### config.mk
export PLATFORM = sky130hd
export DESIGN_NAME = setup_initiator_handshake
export DESIGN_NICKNAME = d
export VERILOG_FILES = /design/src/rtl/sih_pkg.sv /design/src/rtl/sih_cfg_regs.sv /design/src/rtl/sih_core.sv /design/src/rtl/setup_initiator_handshake.sv
export SDC_FILE = /design/constraint.sdc
export NUM_CORES = 1
export LEC_CHECK = 0
export ABC_CLOCK_PERIOD_IN_PS = 7160
export BUFFER_PORTS_ARGS = -buffer_cell sky130_fd_sc_hd__buf_2
export CORE_MARGIN = 3
export CORE_UTILIZATION = 45
export CTS_CLUSTER_DIAMETER = 30
export CTS_CLUSTER_SIZE = 24
export DETAILED_ROUTE_END_ITERATION = 10
export GPL_TIMING_DRIVEN = 0
export PLACE_DENSITY_LB_ADDON = 0.12
export SYNTH_ARGS = -nofsm -noshare
export SYNTH_HDL_FRONTEND = slang
export SYNTH_SLANG_ARGS = --single-unit
### constraint.sdc
create_clock -name clk -period 7.16 [get_ports clk]
set_input_delay 0.716 -clock clk [delete_from_list [all_inputs] [get_ports clk]]
set_output_delay 0.716 -clock clk [all_outputs]
set_load 0.1 [all_outputs]
### src/rtl/sih_pkg.sv
`timescale 1ns / 1ps
`default_nettype none
// ----------------------------------------------------------------------------
// sih_pkg: shared types and constants for the setup initiator handshake
// Transaction payload structs, event and action codes, register map and
// register reset values.
// ----------------------------------------------------------------------------
package sih_pkg;

	localparam int unsigned APB_ADDR_W = 5;
	localparam int unsigned APB_DATA_W = 64;
	localparam int unsigned TIME_W     = 64;
	localparam int unsigned HASH_W     = 64;
	localparam int unsigned RETRY_W    = 8;

	typedef logic [1:0] reg_idx_t;
	localparam reg_idx_t REG_TIMEOUT  = 2'd0;
	localparam reg_idx_t REG_RETRY    = 2'd1;
	localparam reg_idx_t REG_OWN_HASH = 2'd2;

	localparam logic [TIME_W-1:0]  TIMEOUT_RST  = 64'd1000000000;
	localparam logic [RETRY_W-1:0] RETRY_RST    = 8'd5;
	localparam logic [HASH_W-1:0]  OWN_HASH_RST = 64'd0;

	typedef logic [1:0] kind_t;
	localparam kind_t KIND_START = 2'd0;
	localparam kind_t KIND_DGRAM = 2'd1;
	localparam kind_t KIND_TIMER = 2'd2;

	typedef logic [1:0] action_t;
	localparam action_t ACT_NONE = 2'd0;
	localparam action_t ACT_DATA = 2'd1;
	localparam action_t ACT_FIN  = 2'd2;

	typedef logic [1:0] status_t;
	localparam status_t ST_NOT_SENT = 2'd0;
	localparam status_t ST_WAITING  = 2'd1;
	localparam status_t ST_MATCHED  = 2'd2;
	localparam status_t ST_FAILED   = 2'd3;

	typedef struct packed {
		kind_t               kind;
		logic [TIME_W-1:0]   now_time;
		logic                msg_is_hash_reply;
		logic [HASH_W-1:0]   msg_hash;
		logic                buffer_ok;
	} in_t;

	typedef struct packed {
		action_t             action;
		status_t             status;
		logic [RETRY_W-1:0]  retry_count;
	} out_t;

	typedef struct packed {
		logic [TIME_W-1:0]   timeout_ticks;
		logic [RETRY_W-1:0]  retry_limit;
		logic [HASH_W-1:0]   own_hash;
	} cfg_t;

endpackage
`default_nettype wire

### src/rtl/sih_cfg_regs.sv
`timescale 1ns / 1ps
`default_nettype none
// ----------------------------------------------------------------------------
// sih_cfg_regs: configuration register file
// APB-style slave holding timeout, retry limit and own hash; always ready.
// ----------------------------------------------------------------------------
module sih_cfg_regs (
	input  wire                            clk,
	input  wire                            arst_n,
	input  wire                            psel,
	input  wire                            penable,
	input  wire                            pwrite,
	input  wire [sih_pkg::APB_ADDR_W-1:0]  paddr,
	input  wire [sih_pkg::APB_DATA_W-1:0]  pwdata,
	output logic [sih_pkg::APB_DATA_W-1:0] prdata,
	output logic                           pready,
	output sih_pkg::cfg_t                  cfg
);
	import sih_pkg::*;

	reg_idx_t idx;
	logic     wr_en;
	cfg_t     cfg_q;

	assign idx    = paddr[APB_ADDR_W-1:3];
	assign pready = 1'b1;
	assign wr_en  = psel & penable & pwrite & pready;
	assign cfg    = cfg_q;

	always_ff @(posedge clk or negedge arst_n) begin
		if (!arst_n) begin
			cfg_q.timeout_ticks <= TIMEOUT_RST;
			cfg_q.retry_limit   <= RETRY_RST;
			cfg_q.own_hash      <= OWN_HASH_RST;
		end else if (wr_en) begin
			unique case (idx)
				REG_TIMEOUT:  cfg_q.timeout_ticks <= pwdata[TIME_W-1:0];
				REG_RETRY:    cfg_q.retry_limit   <= pwdata[RETRY_W-1:0];
				REG_OWN_HASH: cfg_q.own_hash      <= pwdata[HASH_W-1:0];
				default: begin
				end
			endcase
		end
	end

	always_comb begin
		unique case (idx)
			REG_TIMEOUT:  prdata = APB_DATA_W'(cfg_q.timeout_ticks);
			REG_RETRY:    prdata = APB_DATA_W'(cfg_q.retry_limit);
			REG_OWN_HASH: prdata = APB_DATA_W'(cfg_q.own_hash);
			default:      prdata = '0;
		endcase
	end

endmodule
`default_nettype wire

### src/rtl/sih_core.sv
`timescale 1ns / 1ps
`default_nettype none
// ----------------------------------------------------------------------------
// sih_core: handshake state and event processing
// Holds the protocol flags, retry counter and last send time, and computes
// the action and status for one event in a single pass.
// ----------------------------------------------------------------------------
module sih_core (
	input  wire            clk,
	input  wire            arst_n,
	input  wire            update,
	input  sih_pkg::in_t   item,
	input  sih_pkg::cfg_t  cfg,
	output sih_pkg::out_t  result
);
	import sih_pkg::*;

	logic               sent_q, matched_q, failed_q;
	logic [RETRY_W-1:0] retries_q;
	logic [TIME_W-1:0]  last_send_q;

	logic               sent_d, matched_d, failed_d;
	logic [RETRY_W-1:0] retries_d;
	logic [TIME_W-1:0]  last_send_d;
	logic [TIME_W-1:0]  elapsed;
	logic               hash_hit;
	logic               timer_live;
	action_t            action;
	status_t            status;

	assign elapsed    = item.now_time - last_send_q;
	assign hash_hit   = item.msg_is_hash_reply & (item.msg_hash == cfg.own_hash);
	assign timer_live = sent_q & ~matched_q & ~failed_q & (elapsed >= cfg.timeout_ticks);

	always_comb begin
		sent_d      = sent_q;
		matched_d   = matched_q;
		failed_d    = failed_q;
		retries_d   = retries_q;
		last_send_d = last_send_q;
		action      = ACT_NONE;
		case (item.kind)
			KIND_START: begin
				if (item.buffer_ok) begin
					sent_d      = 1'b1;
					last_send_d = item.now_time;
					action      = ACT_DATA;
				end else begin
					failed_d = 1'b1;
				end
			end
			KIND_DGRAM: begin
				if (hash_hit) begin
					matched_d   = 1'b1;
					last_send_d = item.now_time;
					action      = item.buffer_ok ? ACT_FIN : ACT_NONE;
				end
			end
			KIND_TIMER: begin
				if (timer_live) begin
					if (retries_q >= cfg.retry_limit) begin
						failed_d = 1'b1;
					end else begin
						retries_d   = retries_q + RETRY_W'(1);
						last_send_d = item.now_time;
						action      = item.buffer_ok ? ACT_DATA : ACT_NONE;
					end
				end
			end
			default: begin
			end
		endcase
	end

	always_comb begin
		if (matched_d)
			status = ST_MATCHED;
		else if (failed_d)
			status = ST_FAILED;
		else if (sent_d)
			status = ST_WAITING;
		else
			status = ST_NOT_SENT;
	end

	assign result.action      = action;
	assign result.status      = status;
	assign result.retry_count = retries_d;

	always_ff @(posedge clk or negedge arst_n) begin
		if (!arst_n) begin
			sent_q      <= 1'b0;
			matched_q   <= 1'b0;
			failed_q    <= 1'b0;
			retries_q   <= '0;
			last_send_q <= '0;
		end else if (update) begin
			sent_q      <= sent_d;
			matched_q   <= matched_d;
			failed_q    <= failed_d;
			retries_q   <= retries_d;
			last_send_q <= last_send_d;
		end
	end

endmodule
`default_nettype wire

### src/rtl/setup_initiator_handshake.sv
`timescale 1ns / 1ps
`default_nettype none
// ----------------------------------------------------------------------------
// setup_initiator_handshake: initiator side of a setup handshake
// One event transaction in (start, received datagram or timer check), one
// result transaction out carrying the action to take, status and retry count.
//
// in_valid/in_stall carries events, out_valid/out_stall carries results; a
// transaction moves on an edge with valid high and stall low. An accepted
// event lands in an input register and is processed on the first edge at
// which the output register is empty or not stalled; there the state updates
// and the result is loaded into the output register. One event per cycle is
// sustained while the receiver does not stall, with the state update (64-bit
// elapsed-time subtract and compare) between the input and output registers.
// When the receiver stalls, the output register holds its result and one
// more event may wait in the input register; in_stall then rises.
// Reset clears all handshake state, empties both registers and loads the
// configuration registers with their defaults (timeout 1000000000, retry
// limit 5, own hash 0). The APB port is always ready; write configuration
// only while no transaction is in flight.
// ----------------------------------------------------------------------------
module setup_initiator_handshake (
	input  wire                            clk,
	input  wire                            arst_n,
	input  wire                            in_valid,
	output logic                           in_stall,
	input  sih_pkg::in_t                   in_data,
	output logic                           out_valid,
	input  wire                            out_stall,
	output sih_pkg::out_t                  out_data,
	input  wire                            psel,
	input  wire                            penable,
	input  wire                            pwrite,
	input  wire [sih_pkg::APB_ADDR_W-1:0]  paddr,
	input  wire [sih_pkg::APB_DATA_W-1:0]  pwdata,
	output logic [sih_pkg::APB_DATA_W-1:0] prdata,
	output logic                           pready
);
	import sih_pkg::*;

	cfg_t cfg;
	in_t  data_s1;
	logic valid_s1;
	out_t data_s2;
	logic valid_s2;
	out_t result;
	logic advance;
	logic accept;

	sih_cfg_regs u_cfg (
		.clk     (clk),
		.arst_n  (arst_n),
		.psel    (psel),
		.penable (penable),
		.pwrite  (pwrite),
		.paddr   (paddr),
		.pwdata  (pwdata),
		.prdata  (prdata),
		.pready  (pready),
		.cfg     (cfg)
	);

	sih_core u_core (
		.clk     (clk),
		.arst_n  (arst_n),
		.update  (advance),
		.item    (data_s1),
		.cfg     (cfg),
		.result  (result)
	);

	assign advance   = valid_s1 & (~valid_s2 | ~out_stall);
	assign in_stall  = valid_s1 & ~advance;
	assign accept    = in_valid & ~in_stall;
	assign out_valid = valid_s2;
	assign out_data  = data_s2;

	always_ff @(posedge clk or negedge arst_n) begin
		if (!arst_n) begin
			valid_s1 <= 1'b0;
		end else if (accept) begin
			valid_s1 <= 1'b1;
		end else if (advance) begin
			valid_s1 <= 1'b0;
		end
	end

	always_ff @(posedge clk) begin
		if (accept) begin
			data_s1 <= in_data;
		end
	end

	always_ff @(posedge clk or negedge arst_n) begin
		if (!arst_n) begin
			valid_s2 <= 1'b0;
		end else if (advance) begin
			valid_s2 <= 1'b1;
		end else if (!out_stall) begin
			valid_s2 <= 1'b0;
		end
	end

	always_ff @(posedge clk) begin
		if (advance) begin
			data_s2 <= result;
		end
	end

`ifndef ASSERT_OFF
	a_stall_only_when_full: assert property (
		@(posedge clk) disable iff (!arst_n)
		in_stall |-> (valid_s1 && valid_s2)
	) else $error("input stalled with a free stage");

	a_result_from_stage: assert property (
		@(posedge clk) disable iff (!arst_n)
		$rose(out_valid) |-> $past(valid_s1)
	) else $error("result appeared without a pending event");

	a_fin_means_matched: assert property (
		@(posedge clk) disable iff (!arst_n)
		(out_valid && out_data.action == ACT_FIN) |-> (out_data.status == ST_MATCHED)
	) else $error("final ack sent while not matched");

	a_data_means_sent: assert property (
		@(posedge clk) disable iff (!arst_n)
		(out_valid && out_data.action == ACT_DATA) |-> (out_data.status != ST_NOT_SENT)
	) else $error("data sent with status still not sent");
`endif

endmodule
`default_nettype wire
After elaboration in Yosys (flattened, before gate mapping)
Cells that the tools add are included.
Widths: inputs -> output; s select.
Storage, ports and cells
  input bits: 208
  logic and storage cells: 87
  register bits after elaboration: 357
  output and inout bits: 79
Cells by class
  bitwise operators: 16
  multiplexer cells: 29
  eq/ne operators: 10
  magnitude comparators: 2
  reduce and logical (&&, ||, !) cells: 9
  $add $sub $neg: 2
Operators with widths (number)
  $pmux 64 s3: 2
  $mux 64: 4
  $eq 64x64->1: 1
  $ge 64x64->1: 1
  $sub 64x64->64: 1
  $mux 8: 3
  $mux 1: 15
  $and 1x1->1: 9
  $add 8x1->8 const B: 1
  $ge 8x8->1: 1
  $mux 2: 3
  $ne 2x1->1 const B: 3
  $not 1->1: 6
  $pmux 2 s3: 1
  $reduce_and 2->1: 3
  $reduce_and 6->1: 1
  $eq 2x1->1 const B: 2
  $eq 2x2->1 const B: 2
  $logic_not 2->1: 2
  $ne 2x2->1 const B: 2
  $reduce_bool 3->1: 1
  $pmux 1 s2: 1
  $reduce_bool 2->1: 1
  $reduce_or 2->1: 1
  $or 1x1->1: 1

Longest topological paths before layout
  word-level depth: 8
  depth in mapped cells: 25
  mapped depth without buffers: 23

Hierarchy
A second synthesis with hierarchy kept.
Second synthesis, totals
  cell total of the unflattened synthesis: 1750
  area, all modules: 20350.8 um^2
By module, submodules not included
  sih_core: times used 1, seq. area each 1876.8 um^2, cells an instance 1154, area each 9738.1 um^2
  sih_cfg_regs: times used 1, seq. area each 3422.0 um^2, cells an instance 444, area each 6195.9 um^2
  setup_initiator_handshake: times used 1, seq. area each 4374.2 um^2, cells an instance 152, area each 4416.7 um^2

Worst setup path after synthesis
OpenSTA, ideal clock, no wires.
  path type: flip-flop to flip-flop
  start: register data_s1[66] (netlist name)
  end: register u_core.last_send_q[16]
  library setup time: 125 ps
  stages on the path, launching flop included: 26
  buffers on the path: 2
  data required time: 7035 ps
  setup slack: 1483 ps
  clock period less this slack: 5677 ps
  arrival time: 5552 ps
  cell sequence: edfxtp_1 inv_1 ha_1 inv_1 fa_1 a211oi_1 o21ai_0 a21oi_1 a211oi_1 nand2b_1 a311oi_1 nor3_1 a2111oi_0 xnor2_1 ha_1 nand4_1 and4bb_2 nand3_1 nand2_1 o31ai_1 a31oi_1 or4b_1 buf_2 a31oi_4 buf_6 mux2_2
On the way
  cells in the longest elaborated chain, start to end: 5
RTL lines
  start: declaration: RTL line setup_initiator_handshake.sv:42  | in_t data_s1;
  start signal: assignment: RTL line setup_initiator_handshake.sv:90  | data_s1 <= in_data;
  $sub 64x64->64: RTL line sih_core.sv:31  | assign elapsed = item.now_time - last_send_q;
  $ge 64x64->1: RTL line sih_core.sv:33  | assign timer_live = sent_q & ~matched_q & ~failed_q & (elapsed >= cfg.timeout_ticks);
  $and 1x1->1: RTL line sih_core.sv:33
  $ne 2x1->1 (no source line)
  $reduce_and 6->1 (no source line)
  end signal: assignment: RTL line sih_core.sv:102  | last_send_q <= last_send_d;
  end: declaration: RTL line sih_core.sv:20  | logic [TIME_W-1:0] last_send_q;
No other way between the ends.
A chain may end at the register's enable or synchronous reset.

Worst setup path after layout
  start: register data_s1[95] (netlist name)
  end: register u_core.last_send_q[5]
The elaborated chain is that of the path after synthesis.

==> Flow_metrics.wiki <==
{| class="wikitable"
! Metric !! Value
|-
| Placeable core region || about 0.044 sq mm
|-
| Die Span X || around 220 microns
|-
| Status || finished clean
|-
| Depth of the critical timing path with buffers and inverters included || 23
|-
| Number of max-slew violations in the final report || 0
|-
| Number of enable flip-flop cells after synthesis || 144
|-
| Vias || 16,100
|-
| Vias in the first global route || about 16,000
|-
| Min Tclk post-route || a little under 7 ns
|-
| Routability Congestion || ~0.96
|-
| Starting utilization of the core area || 0.461
|-
| Power per cell area || ~400 mW/mm^2
|-
| Share of layout cells above drive strength 1 || 0.258
|-
| Full die area || 0.0473 sq mm
|-
| Synthesis-to-finish area growth || 26.4%
|-
| Post-synthesis sequential area ratio || 0.481
|-
| Overall fraction of global-route tracks in use || 0.257
|-
| Final ANT Viol Nets || 0
|-
| Unrepaired setup endpoints after global routing || no
|-
| Leakage || around 12 nW
|-
| DR WL/cell || slightly above 20 microns
|-
| Part of the cycle the worst path needs || 0.946
|-
| Worst setup SP type || flip-flop
|-
| Top flip-flop cell by instance count after synthesis || sky130_fd_sc_hd__dfrtp_1
|-
| Number of primary I/O pins || roughly 290
|-
| Register bit total from synthesis || between 300 and 400
|-
| Inserted Clock Buffers || 85
|-
| Mean instance size in the synthesized netlist || around 11 sq um
|-
| Die Height || around 220 microns
|-
| Largest net degree at the start of global routing || slightly above 90
|-
| Maximum buffer depth of the clock tree || 3
|-
| # H-tree levels || 3
|-
| Cell area after synthesis || around 0.020 sq mm
|-
| Max Cap Violations || 0
|-
| Synthesis warning total || 0
|-
| Detailed Route WL || 60,900 microns
|-
| Highest attainable clock frequency || roughly 150 MHz
|-
| Cell at the root of the clock tree || sky130_fd_sc_hd__clkbuf_16
|-
| Worst clock skew || about 0.020 ns
|-
| Gate count after technology mapping || 1,899
|-
| Post-Syn Nets || 2,244
|-
| Slowest cell on the critical path || sky130_fd_sc_hd__a2111oi_2
|-
| Number of buffers and inverters on the critical path || 5
|-
| Slack of the critical path || approximately 0.39 ns
|-
| TritonCTS clock tree || yes
|-
| Reg2reg end || u_core.last_send_q[5]
|-
| Placed wire-length estimate || ~47,000 microns
|-
| Final Hold Fails || 0
|-
| Number of cells traversed by the worst register-to-register path || 23
|-
| Family with the most delay on the worst path || compound AO/OA/AOI/OAI gates
|-
| GR Overflow Total || 0
|-
| Worst R2R Setup Slack || 0.39 ns
|-
| RR Startpoint || data_s1[95]
|-
| Final total power || between 10 and 15 mW
|-
| Dpl cell area || 0.0224 sq mm
|-
| Post-CTS clock slew at the launch and capture registers of the worst setup and hold paths || 0.05 ns
|-
| Number of antenna violations at the first check in global routing || 1
|-
| Crit path max fanout || 10
|-
| Global-route wire length before repair || ~92,000 microns
|-
| Placement row count || 76
|-
| Via count normalized by instance count || about 5.5
|-
| Worst Setup SP || data_s1[95]
|-
| Endpoint type of the worst setup path || flip-flop
|-
| Nets@finish || 2,622
|-
| WHS || roughly 0.27 ns
|-
| Maximum resistive drop on vdd || about 0.21 mV
|-
| Critical Setup Path Class || reg -> reg
|-
| Drt first-iter violations || about 1,100
|-
| Insertion delay to the later sink of the worst-skew pair || approximately 0.62 ns
|-
| Worst setup timing slack at the placement stage || -1.04 ns
|-
| Post-route cell area || between 0.02 and 0.03 sq mm
|-
| Final setup violation count || 0
|-
| Slowest stage delay, CP || 0.60 ns
|-
| Tightest Hold Check Type || in -> reg
|-
| Max-Slew Margin vs Limit || 0.336
|-
| Remaining routing DRC violations || 0
|-
| Clock tree sinks || about 360
|-
| Port Buffers || between 200 and 300
|-
| Crit path cell chain || ha_1 -> clkbuf_1 -> nand4_1 -> nor3_1 -> inv_1 -> a2111oi_2 -> a21bo_2 -> a21oi_1 -> o21a_1 -> o311ai_0 -> ha_1 -> a21o_1 -> a21o_1 -> a21oi_1 -> o21ai_1 -> o31ai_1 -> a31oi_2 -> or4b_1 -> buf_2 -> a31oi_4 -> buf_12 -> buf_6 -> mux2_2
|-
| Transition time at the pin with the least slew margin || approximately 1 ns
|-
| Count of TritonRoute iterations in the first routing pass || 5
|-
| Capture point of the worst path || u_core.last_send_q[5]
|-
| Count of cell types in the netlist || 68
|-
| Fraction of registers with async set/reset || 0.597
|-
| Req. time, crit path || 7.65 ns
|-
| Arrival time at the worst endpoint || 7.27 ns
|}
[power breakdown]
part           switching, mW  internal, mW  total (mW)
Sequential             0.237          2.51        2.74
Clock                   1.23          2.66        3.89
Combinational           2.16          1.24        3.40
Total                   3.63          6.40        10.0
[metrics by stage]
stage          utilization  std cells  setup TNS (ns)
2_1_floorplan            -       1899               0
3_3_place_gp         0.510       2765          -64.03
3_5_place_dp         0.513       2770          -69.55
4_1_cts              0.582       2933               0
5_1_grt              0.582       2935               0
6_report             0.582       2936               0
[how the worst min path moves through the flow]
stage	start	end	slack [ns]	cells after the start
final	in_data[59]	data_s1[59]	0.27	1
after global routing	in_data[92]	data_s1[92]	0.24	1
after CTS	in_data[92]	data_s1[92]	0.24	1
after detailed placement	u_core.last_send_q[21]	u_core.last_send_q[21]	0.48	1
after global placement	u_core.last_send_q[21]	u_core.last_send_q[21]	0.47	1
after floorplan	arst_n	out_valid	0.42	0
[flip-flops by register name (all words and copies together) (netlist names)]
register            cells
data_s1               132
u_core.matched_q        1
out_valid               1
out_data               12
u_cfg.cfg             136
valid_s1                1
u_core.failed_q         1
u_core.last_send_q     64
u_core.retries_q        8
u_core.sent_q           1
[cell families after synthesis]
logic type               count (synthesis)  synth area share
AO/OA/AOI/OAI                          375             0.115
XOR/XNOR                               123            0.0536
adder cells (fa/ha/maj)                137            0.0856
buffers and inverters                  245            0.0483
flip-flops                             357             0.481
multiplexers                           196             0.106
other                                    1          0.000186
AND/OR/NAND/NOR                        465             0.111
[what timing repair did]
item | CTS | global route
hold endpoints to repair | 23 | 0
gates resized for setup | 7 | 7
pin swaps | 1 | 1
setup endpoints to repair | 81 | 73
buffers inserted | 2 | 2
hold buffers | 1 | 0
[per-layer routing]
layer | vias up | share of wire | GRT usage
li1 | 7565 | - | -
met1 | 7844 | 0.45 | 0.351
met2 | 570 | 0.46 | 0.410
met3 | 111 | 0.062 | 0.0489
met4 | 2 | 0.036 | 0.0939
met5 | - | 0.00015 | 0
[layout make-up]
type	instances	area (sq um)
Multi-Input combinational cell	1297	9530
Antenna cell	1	2.50
Fill cell	3690	18200
Clock inverter	46	553
Timing Repair Buffer	291	1580
Buffer	76	338
Tap cell	585	732
Inverter	169	634
Sequential cell	357	9670
Clock buffer	114	2380
[Yosys cell counts (all sizes together), types with 15 or more instances]
library cell | n | share of area
ha | 136 | 0.085
clkbuf | 59 | 0.011
dfstp | 15 | 0.020
o21ai | 134 | 0.033
edfxtp | 144 | 0.22
nor2b | 20 | 0.0062
inv | 169 | 0.032
a21o | 47 | 0.018
buf | 17 | 0.0057
xnor2 | 44 | 0.019
nand4 | 45 | 0.014
xor2 | 79 | 0.034
a21oi | 97 | 0.024
nand2 | 152 | 0.028
nor3 | 19 | 0.0047
mux2i | 64 | 0.032
mux2 | 132 | 0.074
dfrtp | 198 | 0.25
nor4 | 30 | 0.0093
nand3 | 29 | 0.0072
o21bai | 17 | 0.0063
nor2 | 112 | 0.021
nand2b | 17 | 0.0053
[cells in the final DEF (no fill, tap or decap), drive strengths merged, types with 6 or more instances in the layout]
cell type,instances
a2111oi,12
a211oi,10
a21o,47
a21oi,97
a31oi,9
and2,6
and3,8
buf,306
bufinv,9
clkbuf,174
clkinv,30
dfrtp,198
dfstp,15
edfxtp,144
ha,136
inv,172
mux2,132
mux2i,64
nand2,152
nand2b,17
nand3,29
nand4,45
nor2,112
nor2b,20
nor3,19
nor3b,6
nor4,30
o21ai,134
o21bai,17
o31ai,10
or2,8
xnor2,44
xor2,79
Note: power is estimated with default switching activity, not from simulation.
